--- config.mk ---
export PLATFORM = sky130hd
export DESIGN_NAME = i2c_baud_divider_search_flat
export DESIGN_NICKNAME = d
export VERILOG_FILES = /design/src/rtl/ibds_pkg.sv /design/src/rtl/ibds_if.sv /design/src/rtl/i2c_baud_divider_search.sv /design/src/rtl/ibds_ctrl.sv /design/src/rtl/ibds_dp.sv /design/src/flat_wrapper.sv
export SDC_FILE = /design/constraint.sdc
export NUM_CORES = 1
export LEC_CHECK = 0
export BUFFER_PORTS_ARGS = -buffer_cell sky130_fd_sc_hd__buf_2
export CORE_UTILIZATION = 65
export CTS_BUF_LIST = sky130_fd_sc_hd__clkbuf_4 sky130_fd_sc_hd__clkbuf_8
export CTS_CLUSTER_DIAMETER = 40
export DETAILED_ROUTE_END_ITERATION = 6
export GPL_ROUTABILITY_DRIVEN = 0
export PLACE_DENSITY_LB_ADDON = 0.05
export SLEW_MARGIN = 20
export SYNTH_ARGS = -nofsm -noshare
export SYNTH_HDL_FRONTEND = slang
export SYNTH_HIERARCHICAL = 1
export SYNTH_SLANG_ARGS = --single-unit
--- constraint.sdc ---
create_clock -name clk -period 8.99 [get_ports clk]
set_input_delay 1.798 -clock clk [delete_from_list [all_inputs] [get_ports clk]]
set_output_delay 1.798 -clock clk [all_outputs]
set_load 0.02 [all_outputs]
--- src/rtl/ibds_pkg.sv ---
`default_nettype none
package ibds_pkg;

  localparam int CLK_W   = 28;
  localparam int BAUD_W  = 20;
  localparam int CODE_W  = 8;
  localparam int ERR_W   = 34;
  localparam int IDX_W   = 6;
  localparam int MIDX_W  = 2;
  localparam int DIV_W   = 12;
  localparam int PROD_W  = DIV_W + BAUD_W;
  localparam int TAB_N   = 64;

  localparam logic [MIDX_W-1:0] MULT_LAST = 2'd2;

  localparam logic [DIV_W-1:0] DIV_TAB [TAB_N] = '{
    12'd20,   12'd22,   12'd24,   12'd26,   12'd28,   12'd30,   12'd34,   12'd40,
    12'd28,   12'd32,   12'd36,   12'd40,   12'd44,   12'd48,   12'd56,   12'd68,
    12'd48,   12'd56,   12'd64,   12'd72,   12'd80,   12'd88,   12'd104,  12'd128,
    12'd80,   12'd96,   12'd112,  12'd128,  12'd144,  12'd160,  12'd192,  12'd240,
    12'd160,  12'd192,  12'd224,  12'd256,  12'd288,  12'd320,  12'd384,  12'd480,
    12'd320,  12'd384,  12'd448,  12'd512,  12'd576,  12'd640,  12'd768,  12'd960,
    12'd640,  12'd768,  12'd896,  12'd1024, 12'd1152, 12'd1280, 12'd1536, 12'd1920,
    12'd1280, 12'd1536, 12'd1792, 12'd2048, 12'd2304, 12'd2560, 12'd3072, 12'd2840
  };

  typedef enum logic [1:0] {
    ST_IDLE,
    ST_RUN,
    ST_DRAIN,
    ST_FINISH
  } state_t;

  typedef struct packed {
    logic              capture;
    logic              issue;
    logic              first;
    logic              last;
    logic [MIDX_W-1:0] mult_idx;
    logic [IDX_W-1:0]  div_idx;
    logic              load_out;
  } cmd_t;

  typedef struct packed {
    logic search_done;
    logic out_busy;
  } status_t;

endpackage
`default_nettype wire

--- src/rtl/ibds_if.sv ---
`default_nettype none
interface ibds_in_if;
  logic                          valid;
  logic                          ready;
  logic [ibds_pkg::CLK_W-1:0]    bus_clock_hz;
  logic [ibds_pkg::BAUD_W-1:0]   target_baud;

  modport source (output valid, output bus_clock_hz, output target_baud, input ready);
  modport sink   (input valid, input bus_clock_hz, input target_baud, output ready);
endinterface

interface ibds_out_if;
  logic                          valid;
  logic                          ready;
  logic [ibds_pkg::CODE_W-1:0]   divider_code;
  logic [ibds_pkg::ERR_W-1:0]    best_error;

  modport source (output valid, output divider_code, output best_error, input ready);
  modport sink   (input valid, input divider_code, input best_error, output ready);
endinterface
`default_nettype wire

--- src/rtl/i2c_baud_divider_search.sv ---
// I2C baud divider search.
// in_ch carries a request: bus clock in hertz and a target bit rate. out_ch
// returns the 8-bit divider code (multiplier index in 7:6, divider index in
// 5:0) and the absolute error of the best candidate; first minimum wins.
// Both channels use valid/ready; a transfer happens when both are high.
// One request is searched at a time: a controller steps through
// 3 * DIVIDER_ENTRIES candidates, one per cycle through a single 12x20
// multiplier, a difference stage and a compare stage. A new request is
// taken in the cycle after the result is loaded; requests do not overlap.
// The result sits in an output register; the next request is accepted while
// it waits. If the receiver still holds off when the next search ends, the
// block waits with that result until the register frees.
// Reset (rst_n low, synchronous) returns the controller to idle and drops
// out valid; no request in flight survives.
`default_nettype none
module i2c_baud_divider_search #(
  parameter int DIVIDER_ENTRIES = 64
) (
  input  wire logic   clk,
  input  wire logic   rst_n,
  ibds_in_if.sink     in_ch,
  ibds_out_if.source  out_ch
);
  import ibds_pkg::*;

  cmd_t    cmd;
  status_t status;
  logic    in_ready;

  ibds_ctrl #(
    .DIVIDER_ENTRIES(DIVIDER_ENTRIES)
  ) u_ctrl (
    .clk      (clk),
    .rst_n    (rst_n),
    .in_valid (in_ch.valid),
    .in_ready (in_ready),
    .cmd      (cmd),
    .status   (status)
  );

  ibds_dp u_dp (
    .clk       (clk),
    .rst_n     (rst_n),
    .cmd       (cmd),
    .status    (status),
    .in_clk_hz (in_ch.bus_clock_hz),
    .in_baud   (in_ch.target_baud),
    .out_valid (out_ch.valid),
    .out_ready (out_ch.ready),
    .out_code  (out_ch.divider_code),
    .out_err   (out_ch.best_error)
  );

  assign in_ch.ready = in_ready;

endmodule
`default_nettype wire

--- src/rtl/ibds_ctrl.sv ---
`default_nettype none
module ibds_ctrl #(
  parameter int DIVIDER_ENTRIES = 64
) (
  input  wire logic              clk,
  input  wire logic              rst_n,
  input  wire logic              in_valid,
  output logic                   in_ready,
  output ibds_pkg::cmd_t         cmd,
  input  wire ibds_pkg::status_t status
);
  import ibds_pkg::*;

  localparam logic [IDX_W-1:0] DIV_LAST = IDX_W'(DIVIDER_ENTRIES - 1);

  state_t            state_r, state_nxt;
  logic [MIDX_W-1:0] mult_r, mult_nxt;
  logic [IDX_W-1:0]  div_r, div_nxt;
  logic              last_cand;

  assign last_cand = (mult_r == MULT_LAST) && (div_r == DIV_LAST);

  always_comb begin
    state_nxt = state_r;
    unique case (state_r)
      ST_IDLE:   if (in_valid) state_nxt = ST_RUN;
      ST_RUN:    if (last_cand) state_nxt = ST_DRAIN;
      ST_DRAIN:  if (status.search_done) state_nxt = ST_FINISH;
      ST_FINISH: if (!status.out_busy) state_nxt = ST_IDLE;
      default:   state_nxt = ST_IDLE;
    endcase
  end

  always_comb begin
    in_ready     = 1'b0;
    cmd          = '0;
    cmd.mult_idx = mult_r;
    cmd.div_idx  = div_r;
    cmd.first    = (mult_r == '0) && (div_r == '0);
    cmd.last     = last_cand;
    unique case (state_r)
      ST_IDLE: begin
        in_ready    = 1'b1;
        cmd.capture = in_valid;
      end
      ST_RUN:    cmd.issue    = 1'b1;
      ST_DRAIN:  ;
      ST_FINISH: cmd.load_out = !status.out_busy;
      default:   ;
    endcase
  end

  always_comb begin
    mult_nxt = mult_r;
    div_nxt  = div_r;
    if (state_r == ST_IDLE) begin
      mult_nxt = '0;
      div_nxt  = '0;
    end else if (state_r == ST_RUN && !last_cand) begin
      if (div_r == DIV_LAST) begin
        div_nxt  = '0;
        mult_nxt = mult_r + 1'b1;
      end else begin
        div_nxt = div_r + 1'b1;
      end
    end
  end

  always_ff @(posedge clk) begin
    if (!rst_n) begin
      state_r <= ST_IDLE;
      mult_r  <= '0;
      div_r   <= '0;
    end else begin
      state_r <= state_nxt;
      mult_r  <= mult_nxt;
      div_r   <= div_nxt;
    end
  end

endmodule
`default_nettype wire

--- src/rtl/ibds_dp.sv ---
`default_nettype none
module ibds_dp (
  input  wire logic                       clk,
  input  wire logic                       rst_n,
  input  wire ibds_pkg::cmd_t             cmd,
  output ibds_pkg::status_t               status,
  input  wire logic [ibds_pkg::CLK_W-1:0] in_clk_hz,
  input  wire logic [ibds_pkg::BAUD_W-1:0] in_baud,
  output logic                            out_valid,
  input  wire logic                       out_ready,
  output logic [ibds_pkg::CODE_W-1:0]     out_code,
  output logic [ibds_pkg::ERR_W-1:0]      out_err
);
  import ibds_pkg::*;

  typedef struct packed {
    logic              first;
    logic              last;
    logic [MIDX_W-1:0] mult_idx;
    logic [IDX_W-1:0]  div_idx;
  } tag_t;

  logic [CLK_W-1:0]  clk_hz_r;
  logic [BAUD_W-1:0] baud_r;

  logic              s1_vld_r, s2_vld_r;
  tag_t              s1_tag_r, s2_tag_r;
  logic [ERR_W-1:0]  prod_r, err_r;
  logic [PROD_W-1:0] prod_raw;
  logic [ERR_W-1:0]  prod_nxt, err_nxt, clk_ext;

  logic [ERR_W-1:0]  best_err_r;
  logic [CODE_W-1:0] best_code_r;
  logic              done_r;

  logic              out_valid_r;
  logic [CODE_W-1:0] out_code_r;
  logic [ERR_W-1:0]  out_err_r;

  assign prod_raw = DIV_TAB[cmd.div_idx] * PROD_W'(baud_r);
  assign prod_nxt = ERR_W'(prod_raw) << cmd.mult_idx;
  assign clk_ext  = ERR_W'(clk_hz_r);
  assign err_nxt  = (prod_r >= clk_ext) ? (prod_r - clk_ext) : (clk_ext - prod_r);

  always_ff @(posedge clk) begin
    if (cmd.capture) begin
      clk_hz_r <= in_clk_hz;
      baud_r   <= in_baud;
    end
    prod_r   <= prod_nxt;
    s1_tag_r <= '{first: cmd.first, last: cmd.last, mult_idx: cmd.mult_idx,
                  div_idx: cmd.div_idx};
    err_r    <= err_nxt;
    s2_tag_r <= s1_tag_r;
    if (s2_vld_r && (s2_tag_r.first || err_r < best_err_r)) begin
      best_err_r  <= err_r;
      best_code_r <= {s2_tag_r.mult_idx, s2_tag_r.div_idx};
    end
    if (cmd.load_out) begin
      out_code_r <= best_code_r;
      out_err_r  <= best_err_r;
    end
  end

  always_ff @(posedge clk) begin
    if (!rst_n) begin
      s1_vld_r    <= 1'b0;
      s2_vld_r    <= 1'b0;
      done_r      <= 1'b0;
      out_valid_r <= 1'b0;
    end else begin
      s1_vld_r <= cmd.issue;
      s2_vld_r <= s1_vld_r;
      if (cmd.capture) begin
        done_r <= 1'b0;
      end else if (s2_vld_r && s2_tag_r.last) begin
        done_r <= 1'b1;
      end
      if (cmd.load_out) begin
        out_valid_r <= 1'b1;
      end else if (out_ready) begin
        out_valid_r <= 1'b0;
      end
    end
  end

  assign status.search_done = done_r;
  assign status.out_busy    = out_valid_r && !out_ready;
  assign out_valid          = out_valid_r;
  assign out_code           = out_code_r;
  assign out_err            = out_err_r;

endmodule
`default_nettype wire
--- src/flat_wrapper.sv ---
// flat-port wrapper written by rule: the top's interface ports become plain ports
module i2c_baud_divider_search_flat import ibds_pkg::*;
#(
  parameter int DIVIDER_ENTRIES = 64
)
  (clk, rst_n, in_ch_valid, in_ch_bus_clock_hz, in_ch_target_baud, in_ch_ready, out_ch_valid, out_ch_divider_code, out_ch_best_error, out_ch_ready);
  ibds_in_if in_ch_i ();
  ibds_out_if out_ch_i ();
  input  wire logic clk;
  input  wire logic rst_n;
  input wire logic [$bits(in_ch_i.valid)-1:0] in_ch_valid;
  input wire logic [$bits(in_ch_i.bus_clock_hz)-1:0] in_ch_bus_clock_hz;
  input wire logic [$bits(in_ch_i.target_baud)-1:0] in_ch_target_baud;
  output wire logic [$bits(in_ch_i.ready)-1:0] in_ch_ready;
  output wire logic [$bits(out_ch_i.valid)-1:0] out_ch_valid;
  output wire logic [$bits(out_ch_i.divider_code)-1:0] out_ch_divider_code;
  output wire logic [$bits(out_ch_i.best_error)-1:0] out_ch_best_error;
  input wire logic [$bits(out_ch_i.ready)-1:0] out_ch_ready;
  assign in_ch_i.valid = in_ch_valid;
  assign in_ch_i.bus_clock_hz = in_ch_bus_clock_hz;
  assign in_ch_i.target_baud = in_ch_target_baud;
  assign in_ch_ready = in_ch_i.ready;
  assign out_ch_valid = out_ch_i.valid;
  assign out_ch_divider_code = out_ch_i.divider_code;
  assign out_ch_best_error = out_ch_i.best_error;
  assign out_ch_i.ready = out_ch_ready;
  i2c_baud_divider_search #(.DIVIDER_ENTRIES(DIVIDER_ENTRIES)) u_core (.clk(clk), .rst_n(rst_n), .in_ch(in_ch_i), .out_ch(out_ch_i));
endmodule
==> impl_metrics.json <==
{
  "cts_root_buffer": "sky130_fd_sc_hd__clkbuf_8",
  "synthesis.instances": 1941,
  "slew_violations": 0,
  "timing.slew.headroom": 0.356,
  "layout_worst_path_cycle_share": 0.882,
  "detailed_place_hpwl_um": 31100,
  "timing.final.crit_period_ns": 7.93,
  "layout-area-overhead-vs-synth_pct": 8.44,
  "ctsHtreeMaxLevel": 2,
  "status": "completed",
  "die-area_um2": 30300,
  "detailedRoute.firstIterationViolations": 892,
  "starting_density_of_the_core": 0.666,
  "grt_overflow_total": 0,
  "setup.worst_path.start_class": "flop",
  "wire_length_of_the_first_global_routing_pass_um": 68600,
  "critical_path.slowest_cell": "sky130_fd_sc_hd__dfxtp_1",
  "fp.dieH_um": 174,
  "via_total_after_detailed_routing": 13800,
  "power.total_uw": 5790,
  "critical_path_arrival_ns": 8.39,
  "final_cells": 2418,
  "critical_path.max_fanout": 20,
  "max_freq_mhz": 126,
  "antenna_left": 0,
  "antenna_violations_before_repair": 0,
  "drt_first_pass_iters": 6,
  "synth_seq_cells": 233,
  "async_flop_share": 0,
  "gr-usage-met2": 0.486,
  "wirelength_um": 40400,
  "placed_cell_count": 2340,
  "crit_start": "u_core/u_ctrl/div_r[1]",
  "ys.flop_type": "sky130_fd_sc_hd__edfxtp_1",
  "cts_buffer_depth": 3,
  "final.setup_skew_ns": 0.0303,
  "grt_max_degree": 50,
  "path_clk_slew_ns": 0.06,
  "power-per-cell-area_nw_per_um2": 277,
  "io_pins": 96,
  "finish.net_count": 2403,
  "worst_path_most_repeated_cell": "sky130_fd_sc_hd__fa_1",
  "worst-path-buf-inv": 4,
  "rows": 62,
  "pre_cts_ws_ns": 1.09,
  "post_synth_num_cell_types": 94,
  "count_of_flip_flops_with_a_built_in_enable_after_synthesis": 132,
  "cts_buffers": 42,
  "rsz0062_at_grt": "false",
  "avgSynthCellArea_um2": 9.93,
  "setup-tns-final_ns": 0,
  "globalRoute.busiestLayer": "met2",
  "netlist_area_um2": 19300,
  "synth_fp_nets": 2343,
  "r2r_end": "u_core/u_dp/prod_r[31]",
  "max_ir_drop_vdd_uv": 156,
  "drt_drc_violations_left": 0,
  "min-delay-path-class": "flop to flop",
  "hold_fix_buffers_at_cts": 0,
  "clkSinkCount": 233,
  "post_cts.repair.setup_buffers": 0,
  "crit_type": "flop to flop",
  "cts_resized": 0,
  "clock_latency_of_the_later_clocked_register_in_the_worst_skew_pair_ns": 0.57,
  "multiInputGateArea_um2": 11700,
  "insertedDiodeCount": 0,
  "yosys_warnings": 6,
  "met1_usage": 0.351,
  "top_family_by_delay_on_critical_path": "adder cells",
  "average_wire_length_per_cell_after_detail_routing_um": 16.7,
  "critical-path-max-stage-delay_ns": 0.66,
  "register_area_um2": 5990,
  "cts_tree": "built",
  "number_of_global_route_vias_before_repair": 14200,
  "finalSetupViolCount": 0,
  "core_area_um2": 28900,
  "die_width_um": 174,
  "pnr_worst_setup_slack_ns": 1.06,
  "setup.worst_path.end_class": "flop",
  "worstRegToRegCells": 25,
  "worst-r2r-setup-slack_ns": 1.06,
  "globalRouteMet3Util": 0.0433,
  "worst_pin_slew_ns": 0.964,
  "cp.depth": 25,
  "r2r_start": "u_core/u_ctrl/div_r[1]",
  "ys_seq_area_frac": 0.311,
  "timing.max_cap.violations": 0,
  "num-fill-cells": 2161,
  "total_leakage_power_uw": 0.00965,
  "timing.final.hold_violations": 0,
  "viasPerCell": 5.69,
  "port_buffers": 95,
  "drive_above_1_share": 0.119,
  "grt.total_usage": 0.281,
  "worst_setup_path_endpoint": "u_core/u_dp/prod_r[31]",
  "required_ns": 9.45
}
## how the worst min path moves through the flow
stage	start	slack, ns	depth (start not counted)	end
floorplan	u_core/u_dp/s1_tag_r[0]	0.31	0	u_core/u_dp/s2_tag_r[0]
global placement	u_core/u_dp/s1_tag_r[4]	0.31	0	u_core/u_dp/s2_tag_r[4]
CTS	u_core/u_dp/s1_tag_r[7]	0.32	0	u_core/u_dp/s2_tag_r[7]
global route	u_core/u_dp/s1_tag_r[6]	0.33	0	u_core/u_dp/s2_tag_r[6]
detailed placement	u_core/u_dp/s1_tag_r[2]	0.31	0	u_core/u_dp/s2_tag_r[2]
finish	u_core/u_dp/s1_tag_r[7]	0.32	0	u_core/u_dp/s2_tag_r[7]
## Yosys cell counts, drive strengths merged, types with 4 or more instances
master / number / share of area
a21oi: 107 / 0.028
ha: 186 / 0.12
a31oi: 12 / 0.0050
dfxtp: 101 / 0.10
nor4: 6 / 0.0031
and4: 4 / 0.0019
nor3b: 5 / 0.0019
clkbuf: 64 / 0.013
nand2b: 11 / 0.0036
o211ai: 8 / 0.0031
fa: 164 / 0.17
and3: 24 / 0.0079
o21ai: 56 / 0.016
nor2b: 13 / 0.0046
o31ai: 7 / 0.0037
mux2: 6 / 0.0035
buf: 32 / 0.0099
nor3: 16 / 0.0047
or2: 4 / 0.0013
xnor2: 37 / 0.017
o21bai: 16 / 0.0062
inv: 316 / 0.062
a21o: 65 / 0.025
a2111oi: 5 / 0.0033
nand4: 17 / 0.0063
nand3: 19 / 0.0058
o221ai: 5 / 0.0029
xor2: 23 / 0.010
o21a: 10 / 0.0039
and2: 98 / 0.032
o2111ai: 4 / 0.0031
edfxtp: 132 / 0.21
mux2i: 67 / 0.035
nand2: 187 / 0.036
nor2: 54 / 0.011
a211oi: 16 / 0.0065
## logic make-up (layout without fill, tap and decap cells)
logic type               count (synthesis)  after routing  share of synthesized area
AO/OA/AOI/OAI                          342            342                      0.122
XOR/XNOR                                60             60                     0.0277
buffers and inverters                  412            505                     0.0841
multiplexers                            73             73                     0.0383
AND/OR/NAND/NOR                        471            471                      0.126
flip-flops                             233            233                      0.311
adder cells (fa/ha/maj)                350            350                      0.291
## placed cells by master (no fill, tap or decap), drive strengths merged, types with 24 or more instances in the layout
| cell type | count |
|---|---|
| inv | 319 |
| nand2 | 187 |
| ha | 186 |
| fa | 164 |
| edfxtp | 132 |
| buf | 112 |
| a21oi | 107 |
| dfxtp | 101 |
| and2 | 98 |
| mux2i | 67 |
| clkbuf | 66 |
| a21o | 65 |
| o21ai | 56 |
| nor2 | 54 |
| xnor2 | 37 |
| and3 | 24 |
## metrics by stage
step / hold WS [ns] / area (um^2) / utilization
5_1_grt: 0.328 / 20900 / 0.722
4_1_cts: 0.321 / 20900 / 0.721
6_report: 0.320 / 20900 / 0.722
3_3_place_gp: 0.312 / 20000 / 0.689
3_5_place_dp: 0.312 / 20000 / 0.689
2_1_floorplan: 0.310 / 19300 / -
## layer usage
layer,vias up,share of wire
met3,123,0.061
met2,470,0.49
li1,6560,-
met5,-,0
met4,0,0.037
met1,6610,0.41
## power breakdown
| part | internal [uW] | total, uW | switching, uW |
|---|---|---|---|
| registers | 1450 | 1650 | 206 |
| logic | 1250 | 3090 | 1830 |
| clock network | 612 | 1050 | 437 |
| total | 3310 | 5790 | 2480 |
## worst reg2reg max path, stage by stage (launching register included)
cell and delay [ns]:
sky130_fd_sc_hd__dfxtp_1 0.66, sky130_fd_sc_hd__inv_1 0.15, sky130_fd_sc_hd__ha_1 0.34, sky130_fd_sc_hd__mux2i_1 0.38, sky130_fd_sc_hd__mux2i_1 0.17, sky130_fd_sc_hd__o21ai_0 0.20
sky130_fd_sc_hd__o21a_1 0.65, sky130_fd_sc_hd__nand2_1 0.16, sky130_fd_sc_hd__fa_1 0.51, sky130_fd_sc_hd__inv_1 0.05, sky130_fd_sc_hd__fa_1 0.48, sky130_fd_sc_hd__fa_1 0.52
sky130_fd_sc_hd__fa_1 0.56, sky130_fd_sc_hd__inv_1 0.06, sky130_fd_sc_hd__fa_1 0.57, sky130_fd_sc_hd__inv_1 0.05, sky130_fd_sc_hd__ha_1 0.35, sky130_fd_sc_hd__a21o_1 0.20
sky130_fd_sc_hd__a21o_1 0.16, sky130_fd_sc_hd__a21o_1 0.20, sky130_fd_sc_hd__a221o_1 0.34, sky130_fd_sc_hd__a31oi_2 0.26, sky130_fd_sc_hd__mux2i_1 0.25, sky130_fd_sc_hd__and4b_1 0.23
sky130_fd_sc_hd__a21oi_1 0.05, sky130_fd_sc_hd__mux2_2 0.28
## registers in the layout (all words and copies together) (netlist names), 2 cells and up
signal / count
u_core/u_dp/best_err_r: 34
u_core/u_dp/err_r: 34
u_core/u_dp/out_err: 34
u_core/u_dp/prod_r: 33
u_core/u_dp/clk_hz_r: 28
u_core/u_dp/baud_r: 20
u_core/u_dp/s1_tag_r: 10
u_core/u_dp/s2_tag_r: 10
u_core/u_dp/best_code_r: 8
u_core/u_dp/out_code: 8
u_core/u_ctrl/div_r: 6
u_core/u_ctrl/mult_r: 2
u_core/u_ctrl/state_r: 2
## layout make-up
class                   instances  area share
well taps                     384      0.0230
repair buffers                112      0.0295
flip-flops and latches        233       0.287
inverters                     316      0.0568
multi-input cells            1296       0.560
clock inverters                11     0.00509
clock buffers                  66      0.0390
(Power assumes the default switching activity.)
